==> src/rtl/bkid_pkg.sv <==
// Shared constants, register indexes and the queue entry type of the downscaler.
`default_nettype none

package bkid_pkg;

   localparam int MAX_OUT_WIDTH = 2048;
   localparam int MAX_IN_WIDTH  = 8192;
   localparam int FRAC_BITS     = 16;

   localparam int ACC_W    = 30;
   localparam int POS_W    = ACC_W - FRAC_BITS;          // integer part of a position
   localparam int COL_W    = $clog2(MAX_IN_WIDTH);       // input column counter
   localparam int IW_W     = 14;                         // input_width register
   localparam int OW_W     = 12;                         // output_width register
   localparam int OH_W     = 14;                         // output_height register
   localparam int ROW_W    = 16;                         // input row counter
   localparam int IDX_W    = $clog2(MAX_OUT_WIDTH);      // line store address
   localparam int OCOL_W   = IDX_W + 1;                  // output column, holds the width
   localparam int COLOR_W  = 24;
   localparam int CSR_IDX_W  = 3;
   localparam int CSR_DATA_W = 30;

   localparam int QUEUE_DEPTH = 4;
   localparam int QPTR_W      = $clog2(QUEUE_DEPTH);

   localparam logic [CSR_IDX_W-1:0] REG_BACKGROUND    = 3'd0;
   localparam logic [CSR_IDX_W-1:0] REG_INPUT_WIDTH   = 3'd1;
   localparam logic [CSR_IDX_W-1:0] REG_OUTPUT_WIDTH  = 3'd2;
   localparam logic [CSR_IDX_W-1:0] REG_OUTPUT_HEIGHT = 3'd3;
   localparam logic [CSR_IDX_W-1:0] REG_STEP_X        = 3'd4;
   localparam logic [CSR_IDX_W-1:0] REG_STEP_Y        = 3'd5;

   typedef struct packed {
      logic [IDX_W-1:0]   idx;
      logic [COLOR_W-1:0] pix;
      logic               wr;
      logic               emit;
      logic               row_end;
      logic               frame_end;
   } op_type;

   function automatic logic [ACC_W-1:0] acc_add(input logic [ACC_W-1:0] a,
                                                 input logic [ACC_W-1:0] b);
      logic [ACC_W:0] s;
      s = {1'b0, a} + {1'b0, b};
      return s[ACC_W] ? {ACC_W{1'b1}} : s[ACC_W-1:0];
   endfunction

endpackage

`default_nettype wire

==> src/rtl/bkid_queue.sv <==
// Short FIFO of classified line-store operations between front and back end.
`default_nettype none

module bkid_queue (
   input  wire logic             clock,
   input  wire logic             reset,
   input  wire logic             push,
   input  wire bkid_pkg::op_type push_op,
   input  wire logic             pop,
   output bkid_pkg::op_type      head,
   output logic                  empty,
   output logic                  full
);

   bkid_pkg::op_type             slot_ff [bkid_pkg::QUEUE_DEPTH];
   logic [bkid_pkg::QPTR_W-1:0]  wptr_ff, rptr_ff;
   logic [bkid_pkg::QPTR_W:0]    count_ff;

   assign empty = (count_ff == '0);
   assign full  = (count_ff == (bkid_pkg::QPTR_W+1)'(bkid_pkg::QUEUE_DEPTH));
   assign head  = slot_ff[rptr_ff];

   always_ff @(posedge clock) begin
      if (push)
         slot_ff[wptr_ff] <= push_op;
   end

   always_ff @(posedge clock) begin
      if (reset) begin
         wptr_ff  <= '0;
         rptr_ff  <= '0;
         count_ff <= '0;
      end else begin
         if (push)
            wptr_ff <= wptr_ff + (bkid_pkg::QPTR_W)'(1);
         if (pop)
            rptr_ff <= rptr_ff + (bkid_pkg::QPTR_W)'(1);
         if (push && !pop)
            count_ff <= count_ff + (bkid_pkg::QPTR_W+1)'(1);
         else if (pop && !push)
            count_ff <= count_ff - (bkid_pkg::QPTR_W+1)'(1);
      end
   end

endmodule

`default_nettype wire

==> config.mk <==
export PLATFORM = sky130hd
export DESIGN_NAME = bkid_queue
export DESIGN_NICKNAME = d
export VERILOG_FILES = /design/src/rtl/bkid_pkg.sv /design/src/rtl/bkid_queue.sv
export SDC_FILE = /design/constraint.sdc
export NUM_CORES = 1
export LEC_CHECK = 0
export BUFFER_PORTS_ARGS = -buffer_cell sky130_fd_sc_hd__buf_4
export CAP_MARGIN = 10
export CELL_PAD_IN_SITES_DETAIL_PLACEMENT = 0
export CELL_PAD_IN_SITES_GLOBAL_PLACEMENT = 2
export CORE_ASPECT_RATIO = 1.1
export CORE_MARGIN = 1
export CORE_UTILIZATION = 40
export DETAILED_ROUTE_END_ITERATION = 12
export PLACE_DENSITY = 0.76
export RECOVER_POWER = 25
export SYNTH_ARGS = -nofsm -noshare
export SYNTH_HDL_FRONTEND = slang
export SYNTH_SLANG_ARGS = --single-unit
==> constraint.sdc <==
create_clock -name clock -period 1.9 [get_ports clock]
set_input_delay 0.19 -clock clock [delete_from_list [all_inputs] [get_ports clock]]
set_output_delay 0.19 -clock clock [all_outputs]
set_load 0.03 [all_outputs]
==> results.md <==
* Outcome: complete, but fails checks
* Failing checks: setup timing
* Number of enable flip-flop cells after synthesis at 156
* Residual DRC at 0
* Die Width at 119 µm
* Pin count of the biggest net entering global routing at 40
* Top area cells in the synthesized netlist: sky130_fd_sc_hd__edfxtp_1, sky130_fd_sc_hd__mux4_2, sky130_fd_sc_hd__dfxtp_1, sky130_fd_sc_hd__ha_1, sky130_fd_sc_hd__nor2_1
* Power Density at 1090 mW/mm²
* Highest Clock Rate at 514 MHz
* GRT met3 Usage at 3.52%
* Basic-gate share of the synthesized area counting and, or, nand and nor cells at 1.22%
* Worst Hold Margin at 0.0585 ns
* Xor/xnor share of the synthesized area at 0.724%
* Cell leakage power at 0.00276 µW
* Biggest cell delay along the critical path at 0.55 ns
* GRT Residual Overflow at 0
* Slew Viols, Final at 0
* Total CTS buffers at 17
* Number of levels in the clock H-tree at 4
* Register area at 0.00487 mm²
* Post-DRT Antenna Nets at 0
* Worst path arrival time at 1.75 ns
* Final hold violations at 0
* Post-DR wirelength/cell at 18.1 µm
* Portion of netlist area occupied by mux cells at 14.9%
* Total number of nets in the final design at 441
* Startpoint kind of the worst setup timing path: flip-flop
* Combinational Power Share at 14.6%
* Total vias in the final route at 2904
* NetSw at 2210 µW
* Net Count, Synth at 296
* GRT Resource Usage Total at 15.0%
* Worst path cell trace: buf_16, mux4_2, buf_6
* Required time of the critical path at 1.71 ns
* Final period util at 102%
* Biggest fanout along the worst timing path at 13
* Post-synthesis cell count at 247
* Critical Path End Type: output port
* TritonRoute pass-1 iters at 6
* Layer carrying the most global-route usage: met2
* Worst path slowest cell: sky130_fd_sc_hd__mux4_2
* Skew final at 0.0105 ns
* Area of the die at 0.0156 mm²
* Maxcap violations at 0
* Die extent in y at 131 µm
* Yosys cell types at 21
* Switching fraction of total power at 24.9%
* Via density at 4.86
* Port Buf Inserts at 83
* Worst path setup slack after routing at -0.0439 ns
* # IOs at 84
* Placement Rows at 46
* Crit Path Category: reg2out
* Prevailing post-synth register cell: sky130_fd_sc_hd__edfxtp_1
* Clock net sink count at 165
* Library cell with the largest summed area after synthesis: sky130_fd_sc_hd__edfxtp_1
* Total number of yosys warnings at 0
* Unrepaired setup endpoints after global routing: yes
* Clock tree from TritonCTS: yes
* Via count of the first global-routing pass at 3093
* Number of buffers inserted to repair setup after CTS at 0
* Library cell with the highest instance count after synthesis: sky130_fd_sc_hd__edfxtp_1
* Clock Tree Root: sky130_fd_sc_hd__clkbuf_16
* Yosys top cell area share at 77.5%
* Antenna diode count at 0
* Time the final worst path needs with I/O delays and setup at 1.94 ns
* Synthesized area at 0.00605 mm²
* Synthesized flop and latch total at 165
* Clock Latency Late Sink at 0.42 ns
* Grt met1 use at 18.6%
* Starting Density at 41.4%
* Clock edge transition at the registers on the reported setup and hold paths at 0.07 ns
* Routability Congestion at 0.631
* Hold path startpoint: pop
* Hold crit path type: in2reg
* Buffer levels on the longest clock path at 2
* HPWL reported at the end of detailed placement at 6.33 mm
* Sequential cell area fraction in the yosys report at 80.4%
* Setup Total Neg Slack at -0.561 ns
* Area of the multi-input gates at 0.00111 mm²
* DR iter-0 viols at 236
* Combinational family with the most area after synthesis: multiplexers
* Core Region at 0.0146 mm²
* Maximum VDD drop at 0.645 mV
* Area fraction in compound gates after synthesis at 0.166%
* First-pass GRT wire length at 16.6 mm
* Filler cells at 1138
* Share of total power in sequential cells at 47.6%
* Worst Max-Slew Pin Slew at 0.250 ns
* Layout cells sized above 1 at 37.0%
* Number of antenna violations at the first check in global routing at 0
* Reg2Reg Launch Point: count_ff[0]$_SDFFE_PP0P_
* Endpoints failing setup at 39
* Fraction of power consumed by the clock network at 37.8%
* Met2 GRT Util at 25.4%
* Rel. slew slack at 83.3%
* Internal power at 6660 µW
* Synthesized area divided by synthesized cell count at 24.5 µm²
* Area Overhead vs Synth at 34.3%
* Overall routed net length at 10.8 mm
* Share of synthesized cell area in full adder, half adder and majority cells at 1.37%
* Share of synthesized flip-flops with an asynchronous set or reset at 0%
* Cell types with the highest counts after synthesis: sky130_fd_sc_hd__edfxtp_1, sky130_fd_sc_hd__mux4_2, sky130_fd_sc_hd__dfxtp_1, sky130_fd_sc_hd__nor2_1, sky130_fd_sc_hd__ha_1
==> per-layer routing <==
| metal | vias to the layer above | wire, µm |
|---|---|---|
| li1 | 1323 | - |
| met1 | 1502 | 4750 |
| met2 | 69 | 5530 |
| met3 | 10 | 394 |
| met4 | 0 | 119 |
| met5 | - | 0 |
==> placed cells by master, fill, tap and decap left out <==
cell                            instances
sky130_fd_sc_hd__dfxtp_2                1
sky130_fd_sc_hd__inv_6                  4
sky130_fd_sc_hd__inv_8                  4
sky130_fd_sc_hd__buf_6                 39
sky130_fd_sc_hd__clkinvlp_4             4
sky130_fd_sc_hd__xnor2_1                2
sky130_fd_sc_hd__ha_1                   5
sky130_fd_sc_hd__o21ai_0                1
sky130_fd_sc_hd__dfxtp_4                1
sky130_fd_sc_hd__clkinv_4               1
sky130_fd_sc_hd__buf_12                 6
sky130_fd_sc_hd__dfxtp_1                7
sky130_fd_sc_hd__nor3b_1                1
sky130_fd_sc_hd__buf_16                 2
sky130_fd_sc_hd__inv_1                  4
sky130_fd_sc_hd__bufinv_16              1
sky130_fd_sc_hd__edfxtp_1             156
sky130_fd_sc_hd__nor3_1                 1
sky130_fd_sc_hd__nor2_1                 7
sky130_fd_sc_hd__xor2_1                 3
sky130_fd_sc_hd__mux2i_1                2
sky130_fd_sc_hd__fa_1                   1
sky130_fd_sc_hd__clkinv_8               1
sky130_fd_sc_hd__or3_1                  1
sky130_fd_sc_hd__buf_4                 26
sky130_fd_sc_hd__a21oi_1                1
sky130_fd_sc_hd__dlygate4sd3_1         40
sky130_fd_sc_hd__clkbuf_16             17
sky130_fd_sc_hd__clkbuf_1              22
sky130_fd_sc_hd__mux4_2                39
sky130_fd_sc_hd__and2_2                 4
sky130_fd_sc_hd__nand2_1                1
==> timing repair <==
item | in CTS | in global routing
cloned | 1 | 0
gates resized for setup | 44 | 0
setup endpoints to repair | 39 | 39
hold buffers | 40 | 0
endpoints found under the hold margin | 163 | 0
==> path summary, 6_finish.rpt <==
check	endpoint	slack, ns	cells after the start
worst max-delay path	head[37]	-0.04	3
worst min-delay path	rptr_ff[0]$_SDFFE_PP0P_	0.06	3
worst max register to register	count_ff[2]$_SDFFE_PP0P_	0.42	4
worst min register to register	count_ff[2]$_SDFFE_PP0P_	0.52	2
==> cells by family after synthesis <==
logic type	Yosys count
compound gates	2
xor+xnor	5
fa+ha+maj	6
buf+inv	13
flops	165
mux	41
simple gates	15
==> through the flow <==
stage | util, % | setup WS, ns | cell area [µm²] | instances | total power [µW]
2_1_floorplan | - | 0.0117 | 6050 | 247 | 4990
3_3_place_gp | 48.0 | 0.295 | 7020 | 524 | 5430
3_5_place_dp | 48.0 | 0.255 | 7020 | 524 | 5450
4_1_cts | 56.1 | -0.0766 | 8200 | 597 | 8990
5_1_grt | 55.6 | -0.103 | 8120 | 597 | 9200
6_report | 55.6 | -0.0439 | 8120 | 597 | 8870
==> area by class of cell <==
type / instances / share of cell area, %
clock buffers: 17 / 5.24
clock inverters: 15 / 2.03
inverters: 4 / 0.185
multi-input cells: 69 / 13.7
flip-flops and latches: 165 / 60.0
well taps: 192 / 2.96
repair buffers: 135 / 15.9
==> power by group through the flow <==
stage | registers [µW] | clock network [µW] | logic [µW]
final | 4230 | 3350 | 1300
after global routing | 4240 | 3580 | 1380
after CTS | 4230 | 3420 | 1340
after detailed placement | 4300 | 0 | 1150
after global placement | 4290 | 0 | 1140
after floorplan | 4290 | 0 | 703
==> critical path: cells and delay by family (launching register included) <==
| family | cells | cell delay [ns] |
|---|---|---|
| flops | 1 | 0.43 |
| buf+inv | 2 | 0.35 |
| mux | 1 | 0.55 |
==> registers in the layout, indices dropped and copies added (netlist names), named ones only <==
| register | count |
|---|---|
| slot_ff | 156 |
| wptr_ff | 2 |
| count_ff | 3 |
| rptr_ff | 2 |
(Power assumes the default switching activity.)
