===== src/rtl/bkid_pkg.sv =====
// Shared constants, register indexes and the queue entry type of the downscaler.
`default_nettype none

package bkid_pkg;

   localparam int MAX_OUT_WIDTH = 2048;
   localparam int MAX_IN_WIDTH  = 8192;
   localparam int FRAC_BITS     = 16;

   localparam int ACC_W    = 30;
   localparam int POS_W    = ACC_W - FRAC_BITS;          // integer part of a position
   localparam int COL_W    = $clog2(MAX_IN_WIDTH);       // input column counter
   localparam int IW_W     = 14;                         // input_width register
   localparam int OW_W     = 12;                         // output_width register
   localparam int OH_W     = 14;                         // output_height register
   localparam int ROW_W    = 16;                         // input row counter
   localparam int IDX_W    = $clog2(MAX_OUT_WIDTH);      // line store address
   localparam int OCOL_W   = IDX_W + 1;                  // output column, holds the width
   localparam int COLOR_W  = 24;
   localparam int CSR_IDX_W  = 3;
   localparam int CSR_DATA_W = 30;

   localparam int QUEUE_DEPTH = 4;
   localparam int QPTR_W      = $clog2(QUEUE_DEPTH);

   localparam logic [CSR_IDX_W-1:0] REG_BACKGROUND    = 3'd0;
   localparam logic [CSR_IDX_W-1:0] REG_INPUT_WIDTH   = 3'd1;
   localparam logic [CSR_IDX_W-1:0] REG_OUTPUT_WIDTH  = 3'd2;
   localparam logic [CSR_IDX_W-1:0] REG_OUTPUT_HEIGHT = 3'd3;
   localparam logic [CSR_IDX_W-1:0] REG_STEP_X        = 3'd4;
   localparam logic [CSR_IDX_W-1:0] REG_STEP_Y        = 3'd5;

   typedef struct packed {
      logic [IDX_W-1:0]   idx;
      logic [COLOR_W-1:0] pix;
      logic               wr;
      logic               emit;
      logic               row_end;
      logic               frame_end;
   } op_type;

   function automatic logic [ACC_W-1:0] acc_add(input logic [ACC_W-1:0] a,
                                                 input logic [ACC_W-1:0] b);
      logic [ACC_W:0] s;
      s = {1'b0, a} + {1'b0, b};
      return s[ACC_W] ? {ACC_W{1'b1}} : s[ACC_W-1:0];
   endfunction

endpackage

`default_nettype wire


===== src/rtl/bkid_front.sv =====
// Front end: configuration registers, raster counters and per-pixel classification.
`default_nettype none

module bkid_front (
   input  wire logic                                 clock,
   input  wire logic                                 reset,
   input  wire logic                                 accept,
   input  wire logic [7:0]                           pixel_red,
   input  wire logic [7:0]                           pixel_green,
   input  wire logic [7:0]                           pixel_blue,
   input  wire logic                                 frame_start,
   input  wire logic                                 csr_write,
   input  wire logic [bkid_pkg::CSR_IDX_W-1:0]       csr_index,
   input  wire logic [bkid_pkg::CSR_DATA_W-1:0]      csr_wdata,
   output logic                                      push,
   output bkid_pkg::op_type                          op
);

   logic [bkid_pkg::COLOR_W-1:0] bg_ff;
   logic [bkid_pkg::IW_W-1:0]    iw_ff;
   logic [bkid_pkg::OW_W-1:0]    ow_ff;
   logic [bkid_pkg::OH_W-1:0]    oh_ff;
   logic [bkid_pkg::ACC_W-1:0]   step_x_ff;
   logic [bkid_pkg::ACC_W-1:0]   step_y_ff;

   logic [bkid_pkg::COL_W-1:0]   in_column_ff, in_column_in;
   logic [bkid_pkg::ROW_W-1:0]   in_row_ff, in_row_in;
   logic [bkid_pkg::ACC_W-1:0]   x_acc_ff, x_acc_in;
   logic [bkid_pkg::ACC_W-1:0]   y_acc_ff, y_acc_in;
   logic [bkid_pkg::OCOL_W-1:0]  out_column_ff, out_column_in;
   logic [bkid_pkg::OH_W-1:0]    out_row_ff, out_row_in;

   logic [bkid_pkg::COL_W-1:0]   col;
   logic [bkid_pkg::ROW_W-1:0]   row;
   logic [bkid_pkg::ACC_W-1:0]   x_acc, y_acc;
   logic [bkid_pkg::OCOL_W-1:0]  ocol;
   logic [bkid_pkg::OH_W-1:0]    orow;
   logic [bkid_pkg::IW_W-1:0]    iw;
   logic [bkid_pkg::OW_W-1:0]    ow;
   logic [bkid_pkg::POS_W-1:0]   rx, ry, xs, ys, dx;
   logic [bkid_pkg::ROW_W-1:0]   dy;
   logic [bkid_pkg::COLOR_W-1:0] pix;
   logic in_frame, row_active, last_row, row_last_pixel;
   logic hit, top_left, blk_end, close_blk, wr, emit;

   always_ff @(posedge clock) begin
      if (reset) begin
         bg_ff     <= 24'hFFFFFF;
         iw_ff     <= 14'd1024;
         ow_ff     <= 12'd512;
         oh_ff     <= 14'd512;
         step_x_ff <= 30'(2 << bkid_pkg::FRAC_BITS);
         step_y_ff <= 30'(2 << bkid_pkg::FRAC_BITS);
      end else if (csr_write) begin
         unique case (csr_index)
            bkid_pkg::REG_BACKGROUND:    bg_ff     <= csr_wdata[bkid_pkg::COLOR_W-1:0];
            bkid_pkg::REG_INPUT_WIDTH:   iw_ff     <= csr_wdata[bkid_pkg::IW_W-1:0];
            bkid_pkg::REG_OUTPUT_WIDTH:  ow_ff     <= csr_wdata[bkid_pkg::OW_W-1:0];
            bkid_pkg::REG_OUTPUT_HEIGHT: oh_ff     <= csr_wdata[bkid_pkg::OH_W-1:0];
            bkid_pkg::REG_STEP_X:        step_x_ff <= csr_wdata[bkid_pkg::ACC_W-1:0];
            bkid_pkg::REG_STEP_Y:        step_y_ff <= csr_wdata[bkid_pkg::ACC_W-1:0];
            default: ;
         endcase
      end
   end

   always_comb begin
      // A frame start clears every counter before its own pixel is classified.
      col   = frame_start ? '0 : in_column_ff;
      row   = frame_start ? '0 : in_row_ff;
      x_acc = frame_start ? '0 : x_acc_ff;
      y_acc = frame_start ? '0 : y_acc_ff;
      ocol  = frame_start ? '0 : out_column_ff;
      orow  = frame_start ? '0 : out_row_ff;

      pix = {pixel_red, pixel_green, pixel_blue};

      if (iw_ff == '0)
         iw = 14'd1;
      else if (iw_ff > 14'(bkid_pkg::MAX_IN_WIDTH))
         iw = 14'(bkid_pkg::MAX_IN_WIDTH);
      else
         iw = iw_ff;
      ow = (ow_ff > 12'(bkid_pkg::MAX_OUT_WIDTH)) ? 12'(bkid_pkg::MAX_OUT_WIDTH) : ow_ff;

      rx = step_x_ff[bkid_pkg::ACC_W-1:bkid_pkg::FRAC_BITS];
      if (rx == '0)
         rx = 14'd1;
      ry = step_y_ff[bkid_pkg::ACC_W-1:bkid_pkg::FRAC_BITS];
      if (ry == '0)
         ry = 14'd1;
      xs = x_acc[bkid_pkg::ACC_W-1:bkid_pkg::FRAC_BITS];
      ys = y_acc[bkid_pkg::ACC_W-1:bkid_pkg::FRAC_BITS];

      dy             = row - {2'b00, ys};
      in_frame       = (orow < oh_ff) && (row >= {2'b00, ys});
      row_active     = in_frame && (dy < {2'b00, ry});
      last_row       = in_frame && (dy >= {2'b00, ry - 14'd1});
      row_last_pixel = ({1'b0, col} >= (iw - 14'd1));

      dx        = {1'b0, col} - xs;
      hit       = row_active && ({1'b0, ocol} < {1'b0, ow}) && ({1'b0, col} >= xs);
      top_left  = (row == {2'b00, ys}) && ({1'b0, col} == xs);
      blk_end   = (dx >= (rx - 14'd1)) || row_last_pixel;
      close_blk = hit && blk_end;
      wr        = hit && (top_left || (pix != bg_ff));
      emit      = close_blk && last_row;

      op.idx       = ocol[bkid_pkg::IDX_W-1:0];
      op.pix       = pix;
      op.wr        = wr;
      op.emit      = emit;
      op.row_end   = (ocol == (ow - 12'd1));
      op.frame_end = op.row_end && (orow == (oh_ff - 14'd1));
      push         = accept && (wr || emit);

      x_acc_in      = close_blk ? bkid_pkg::acc_add(x_acc, step_x_ff) : x_acc;
      out_column_in = close_blk ? ocol + 12'd1 : ocol;
      y_acc_in      = y_acc;
      out_row_in    = orow;
      in_row_in     = row;
      in_column_in  = col + 13'd1;
      if (row_last_pixel) begin
         in_column_in  = '0;
         x_acc_in      = '0;
         out_column_in = '0;
         if (last_row) begin
            out_row_in = orow + 14'd1;
            y_acc_in   = bkid_pkg::acc_add(y_acc, step_y_ff);
         end
         if (row != {bkid_pkg::ROW_W{1'b1}})
            in_row_in = row + 16'd1;
      end
   end

   always_ff @(posedge clock) begin
      if (reset) begin
         in_column_ff  <= '0;
         in_row_ff     <= '0;
         x_acc_ff      <= '0;
         y_acc_ff      <= '0;
         out_column_ff <= '0;
         out_row_ff    <= '0;
      end else if (accept) begin
         in_column_ff  <= in_column_in;
         in_row_ff     <= in_row_in;
         x_acc_ff      <= x_acc_in;
         y_acc_ff      <= y_acc_in;
         out_column_ff <= out_column_in;
         out_row_ff    <= out_row_in;
      end
   end

endmodule

`default_nettype wire


===== config.mk =====
export PLATFORM = sky130hd
export DESIGN_NAME = bkid_front
export DESIGN_NICKNAME = d
export VERILOG_FILES = /design/src/rtl/bkid_pkg.sv /design/src/rtl/bkid_front.sv
export SDC_FILE = /design/constraint.sdc
export NUM_CORES = 1
export LEC_CHECK = 0
export BUFFER_PORTS_ARGS = -buffer_cell sky130_fd_sc_hd__buf_2
export CAP_MARGIN = 0
export CORE_ASPECT_RATIO = 0.6
export CORE_MARGIN = 2
export CORE_UTILIZATION = 55
export DETAILED_ROUTE_END_ITERATION = 16
export PLACE_DENSITY = 0.7
export SYNTH_ARGS = -nofsm -noshare
export SYNTH_HDL_FRONTEND = slang
export SYNTH_SLANG_ARGS = --single-unit

===== constraint.sdc =====
create_clock -name clock -period 8.9 [get_ports clock]
set_input_delay 1.335 -clock clock [delete_from_list [all_inputs] [get_ports clock]]
set_output_delay 1.335 -clock clock [all_outputs]
set_load 0.005 [all_outputs]

==> impl_results.md, run 1 <==
- Status: finished clean
- First-pass GRT wire length: ~90 mm
- Sum Neg Setup Slack: 0 ns
- H-tree Lvls: 1
- RSZ-0062 raised after global routing: false
- CP max FO: 59
- CTS-repair resized insts: 0
- Post-synth EDFFs: 0
- Synth top area share: 0.261
- Clk_lat worst skew: around 0.57 ns
- Worst setup EP type: output port
- Root Buffer: clkbuf_16
- Die Area: 34900 um^2
- Hold crit path type: register to register
- # setup viols final: 0
- Seq cells post-synth: approximately 240
- Proportion of layout cells with a drive suffix above 1: 0.0769
- Final Cycle Share: 0.835
- Worst IR Drop VDD: 221 uV
- Mapped Cells: about 2500
- Top-count cell post-synth: nand2_1
- Sw Share: 0.378
- Syn. warnings: 0
- Post-route DRC: 0
- CTS tree: built
- Slew headroom: 0.135
- Core footprint: roughly 33000 um^2
- Post-layout nets: approximately 2700
- Net switching power figure: between 1000 and 1500 uW
- Clock skew: between 0.03 and 0.04 ns
- Synth area leaders: dfxtp_1, ha_1, nand2_1
- Worst hold slack: around 0.44 ns
- Largest net degree at the start of global routing: between 100 and 150
- Clock Power Share: 0.307
- FF/Latch Area: about 4800 um^2
- Slew Viols, Final: 0
- Area of the multi-input gates: between 10000 and 15000 um^2
- Total CTS buffers: 25
- Syn nets: between 2000 and 3000
- Minimum clock period after layout: about 7.4 ns
- Combinational power share: 0.367
- Pwr dens: approximately 180 nW/um^2
- Top FF cell, synth: dfxtp_1
- Leakage power: roughly 0.0084 uW
- Global Route Usage Sum: 0.324
- Slew @ Worst Pin: 1.29 ns
- Commonest cells in the netlist: nand2_1, a21oi_1, dfxtp_1
- Hpwl dp: between 40 and 50 mm
- Max Root-Sink Buffers: 3
- Port bufs: ~100
- Drt first pass iters: 5
- Area Growth Syn to Fin: 7.73%
- Hold Buf Count CTS: 0
- Reg clk slew, reported paths: about 0.070 ns
- Post-synthesis cell type with the largest combined area: dfxtp_1
- Worst Path Required: 7.57 ns
- GP Congestion: about 0.97
- Vias in the first global route: 16125
- Antenna-violating nets left: 0
- Clk sinks: approximately 240
- Initial antenna violation count: 4
- # IOs: between 100 and 150
- Initial DRC Count: roughly 1700
- Starting Density: 0.562
- Final wirelength: between 50 and 60 mm
- Asr flop ratio synth: 0
- Setup bufs post-CTS: 0
- Total grt overflow: 0
- Fin. Hold Viols: 0
- Synth Cell Area: about 18000 um^2
- DR WL/cell: roughly 20 um
- Worst Path Arrival: about 6.1 ns
- Via count: 17760
- Post-synth cell types: a little under 90
- Flop pwr share: 0.326
- Max-cap violations: 0
- Peak Freq: 135 MHz
- Num rows: 51
- Sequential-to-total area share from yosys stat: 0.261
- Mean Syn Cell Area: 7.48 um^2
- Via/cell ratio: approximately 6.1
- Die width: between 200 and 250 um
- Startpoint Class: input pin
- Crit Path Category: input pin to output port
- Internal power: around 2300 uW
- Height of the die: approximately 150 um
- Fill cells: ~3000
power by group through the flow:
stage | Combinational (uW) | Sequential, uW | Clock [uW]
after floorplan | 993 | 1190 | 0
after global placement | 1280 | 1210 | 0
after detailed placement | 1310 | 1210 | 0
after CTS | 1320 | 1180 | 1140
after global routing | 1470 | 1190 | 1180
final | 1340 | 1190 | 1120
area by class of cell:
| class | instances | area share |
|---|---|---|
| clock inverter | 15 | 0.00961 |
| sequential | 239 | 0.242 |
| inverter | 101 | 0.0192 |
| tap | 450 | 0.0285 |
| clock buffer | 30 | 0.0331 |
| timing repair buffer | 117 | 0.0321 |
| multi-input combinational | 1981 | 0.636 |
| antenna | 1 | 0.000126 |
worst paths after layout:
| check | slack [ns] | cells after the start | to | start |
|---|---|---|---|---|
| worst max-delay path | 1.47 | 21 | push | frame_start |
| worst min-delay path | 0.44 | 2 | x_acc_ff[2] | x_acc_ff[2] |
| worst max register to register | 2.58 | 18 | x_acc_ff[28] | iw_ff[3] |
| worst min register to register | 0.44 | 2 | x_acc_ff[2] | x_acc_ff[2] |
state kept, by name, summed over array words and instances (netlist names):
name / count
in_row_ff: 16
step_x_ff: 30
bg_ff: 24
in_column_ff: 13
out_row_ff: 14
oh_ff: 14
out_column_ff: 12
x_acc_ff: 30
step_y_ff: 30
iw_ff: 14
y_acc_ff: 30
ow_ff: 12
cells by family (layout without fill, tap and decap cells):
family / Yosys count / in the layout / synth area share
buffers and inverters: 234 / 263 / 0.0559
adders and majority gates: 181 / 181 / 0.125
AOI/OAI and AO/OA: 614 / 614 / 0.212
muxes: 11 / 11 / 0.00613
other: 0 / 1 / 0
and+or+nand+nor: 1011 / 1011 / 0.262
DFF: 239 / 239 / 0.261
xor gates and xnor gates: 164 / 164 / 0.0782
metrics by stage:
step,total power (uW),cell area [um^2],worst slack [ns],std cells,util
6_report,3650,19800,1.47,2934,0.606
5_1_grt,3840,19800,1.11,2934,0.606
4_1_cts,3640,19800,1.52,2933,0.606
3_5_place_dp,2520,18900,1.39,2888,0.580
3_3_place_gp,2490,18900,1.48,2888,0.580
2_1_floorplan,2190,18400,0.611,2454,-
critical path, cell delays in order:
cell and delay (ns):
buf_4 0.50, nor2b_1 0.24, ha_1 0.35, nor2b_1 0.14, o31a_1 0.27, o32ai_1 0.39
o21ai_1 0.20, a21oi_1 0.27, o21bai_1 0.10, a21oi_1 0.17, xnor2_1 0.12, ha_1 0.21
nor4_1 0.27, o21ai_1 0.13, a2111oi_2 0.28, o311a_1 0.21, nand4_1 0.18, a311oi_4 0.25
and3_1 0.26, o21a_1 0.12, buf_2 0.10
layer usage:
metal / routed length, um / global-route usage / vias to the layer above
met5: 0 / 0 / -
met4: 1060 / 0.0612 / 0
met3: 6110 / 0.0808 / 58
met2: 23100 / 0.463 / 741
met1: 27300 / 0.490 / 8344
li1: - / - / 8617
placed cells by master, fill, tap and decap left out, drive strengths merged, types with 12 or more instances in the layout:
master  synthesis  routed
a221oi         12      12
a21o           47      47
o221ai         28      28
nand3b         34      34
o21a           28      28
o21ai          85      85
and3           29      29
a21oi         259     259
xor2           51      51
a211oi         13      13
nor4           19      19
dfxtp         239     239
nand2         452     452
o211ai         14      14
a31oi          12      12
nand2b         53      53
clkbuf         88      30
o22ai          18      18
nand4          26      26
nor2          145     145
ha            177     177
nor3           42      42
buf            45     117
xnor2         113     113
nand3          59      59
nor2b         105     105
inv           101     103
o21bai         12      12
No activity file was read; power rests on OpenSTA's default activity.
==> run 2, diff against run 1 <==
PLACE_DENSITY = 0.73   (was 0.7)
clock period = 6.6 ns   (was 8.9 ns; I/O delays follow)
==> run 2 against run 1 <==
  * Non-clock buffer count up 12
  * Wire length increased by 2.9%
  * Critical path type unchanged
  * Highest routed layer unchanged
  * Cell count is 0.34% higher
  * Critical endpoint unchanged
  * Sequential share of layout area decreased by 0.14 points
  * Register-to-register slack lost 1.7 ns
  * Clock-buffer cell count grew 6
  * Design area up 0.57%
  * Power grew 35%
  * Critical path depth is 1 higher
  * Sequential cell count is the same
  * Setup slack worse by 1.2 ns
  * Clock skew down 0.0082 ns
==> impl_results.md, run 2 (synthesis results as in run 1) <==
- Most frequent cells in the layout: nand2_1, a21oi_1, dfxtp_1, ha_1, nor2_1
- Status: finished clean
- Slew Viols, Final: 0
- Die Area: ~35000 um^2
- Worst hold slack: approximately 0.44 ns
- GP Congestion: roughly 0.95
- Most common cell after layout, fill and taps aside: nand2_1
- Drt first pass iters: 6
- Worst Hold Launch: x_acc_ff[2]
- Final Cycle Share: 0.963
- Worst Path Arrival: around 5.4 ns
- Num rows: 51
- Reg-to-reg slack, setup: between 0.8 and 0.9 ns
- Port bufs: 101
- Hold Buf Count CTS: 0
- Total CTS buffers: 25
- Slew @ Worst Pin: between 1 and 1.5 ns
- Setup bufs post-CTS: 0
- Clk sinks: roughly 240
- Initial antenna violation count: 1
- Worst Hold Depth: 2
- Clock skew: between 0.02 and 0.025 ns
- Antenna-violating nets left: 0
- Proportion of layout cells with a drive suffix above 1: 0.0850
- Util after Layout: 0.609
- Global Route Usage Sum: 0.329
- # setup viols final: 0
- Routed wl met2: ~24 mm
- Worst setup EP type: output port
- DR top layer: met4
- CP max FO: 32
- Slowest stage delay, CP: 0.35 ns
- CTS tree: built
- Max-cap violations: 0
- Worst Path Required: 5.61 ns
- CTS-repair resized insts: 0
- Via count: roughly 18000
- Fill cells: roughly 3000
- Crit path cell chain: buf_4 -> buf_6 -> nand2b_4 -> ha_4 -> nor2b_4 -> o31a_1 -> o32ai_2 -> o21ai_2 -> a21oi_2 -> o21bai_1 -> a21oi_1 -> xnor2_1 -> ha_1 -> nand3_1 -> nor2_1 -> a2111oi_2 -> o311a_1 -> nand4_1 -> a311oi_4 -> and3_4 -> o21a_1 -> buf_2
- Root Buffer: clkbuf_16
- Total grt overflow: 0
- Die width: 240 um
- Post-route DRC: 0
- H-tree Lvls: 1
- Minimum clock period after layout: between 6 and 7 ns
- Startpoint Class: input pin
- Hold-critical path endpoint: x_acc_ff[2]
- Peak Freq: around 160 MHz
- Vias in the first global route: about 17000
- Worst r2r src: iw_ff[3]
- Area Growth Syn to Fin: 8.34%
- Initial DRC Count: approximately 1900
- Core footprint: around 33000 um^2
- Post-layout nets: roughly 2700
- # IOs: between 100 and 150
- Largest net degree at the start of global routing: 110
- Pwr dens: approximately 250 nW/um^2
- Clk_lat worst skew: 0.57 ns
- Hpwl dp: between 40 and 50 mm
- Leakage power: approximately 0.0085 uW
- WL met1: about 28 mm
- Slowest CP cell: o31a_1
- Reg-to-Reg End: out_column_ff[8]
- Fin. Hold Viols: 0
- Inserted Diodes: 0
- First-pass GRT wire length: approximately 90 mm
- R2R cell count: 21
- Worst IR Drop VDD: roughly 320 uV
- Crit Path Category: input pin to output port
- DR WL/cell: 20.1 um
- Starting Density: 0.562
- RSZ-0062 raised after global routing: false
- Height of the die: 146 um
- Reg clk slew, reported paths: 0.06 ns
- Met3 routed WL: 6.14 mm
- Max Root-Sink Buffers: 3
- Hold crit path type: register to register
- Slew headroom: 0.143
- Via/cell ratio: around 6
- Final wirelength: 59.2 mm
==> run 2: cell types whose count changed in the layout (fill, tap and decap cells not counted), moves of 2 or more <==
cell        change
clkinv_2        +3
clkinv_4        -3
clkbuf_1        +2
nor2b_4         +2
nor2b_1         -3
clkinvlp_4      -4
clkbuf_8        +4
buf_4          +11
bufinv_16       -2
==> run 2: worst max-delay path: cells and delay by family <==
kind                     cells  cell delay (ns)
XOR/XNOR                     1             0.21
buffers and inverters        3             0.52
AO/OA/AOI/OAI               10             2.21
AND/OR/NAND/NOR              6             0.90
adder cells (fa/ha/maj)      2             0.51
==> run 2: stage by stage <==
stage	TNS, ns	worst slack (ns)	area (um^2)	cells	power, uW
after detailed placement	0	0.237	19100	2900	3470
after floorplan	-0.0698	-0.0434	18500	2454	2960
final	0	0.247	19900	2944	4920
after global placement	0	0.396	19100	2900	3390
after CTS	0	0.227	19900	2944	4890
after global routing	0	0.0318	19900	2944	5150
==> run 2: layout make-up <==
| cell class | count | area, um^2 | share of cell area |
|---|---|---|---|
| timing repair buffer | 129 | 728 | 0.0366 |
| inverter | 101 | 379 | 0.0191 |
| sequential | 239 | 4780 | 0.240 |
| clock inverter | 8 | 80.1 | 0.00402 |
| clock buffer | 36 | 717 | 0.0360 |
| multi-input combinational | 1981 | 12600 | 0.636 |
| tap | 450 | 563 | 0.0283 |
==> run 2: how the worst max path moves through the flow <==
stage / start / end / slack [ns] / depth (start not counted)
2_1_floorplan: frame_start / push / -0.04 / 27
3_3_place_gp: frame_start / push / 0.40 / 22
3_5_place_dp: frame_start / push / 0.24 / 22
4_1_cts: frame_start / push / 0.23 / 22
5_1_grt: frame_start / push / 0.03 / 22
6_report: frame_start / push / 0.25 / 22
==> run 2: power breakdown <==
group	leakage [uW]	internal [uW]	switching [uW]	total [uW]
logic	0.00619	707	1190	1900
registers	0.00194	1540	60.0	1600
clock network	0.000398	795	635	1430
==> run 2: per-layer routing <==
metal	track usage	vias to the layer above
li1	-	8641
met1	0.501	8579
met2	0.463	841
met3	0.0690	92
met4	0.0894	0
met5	0	-
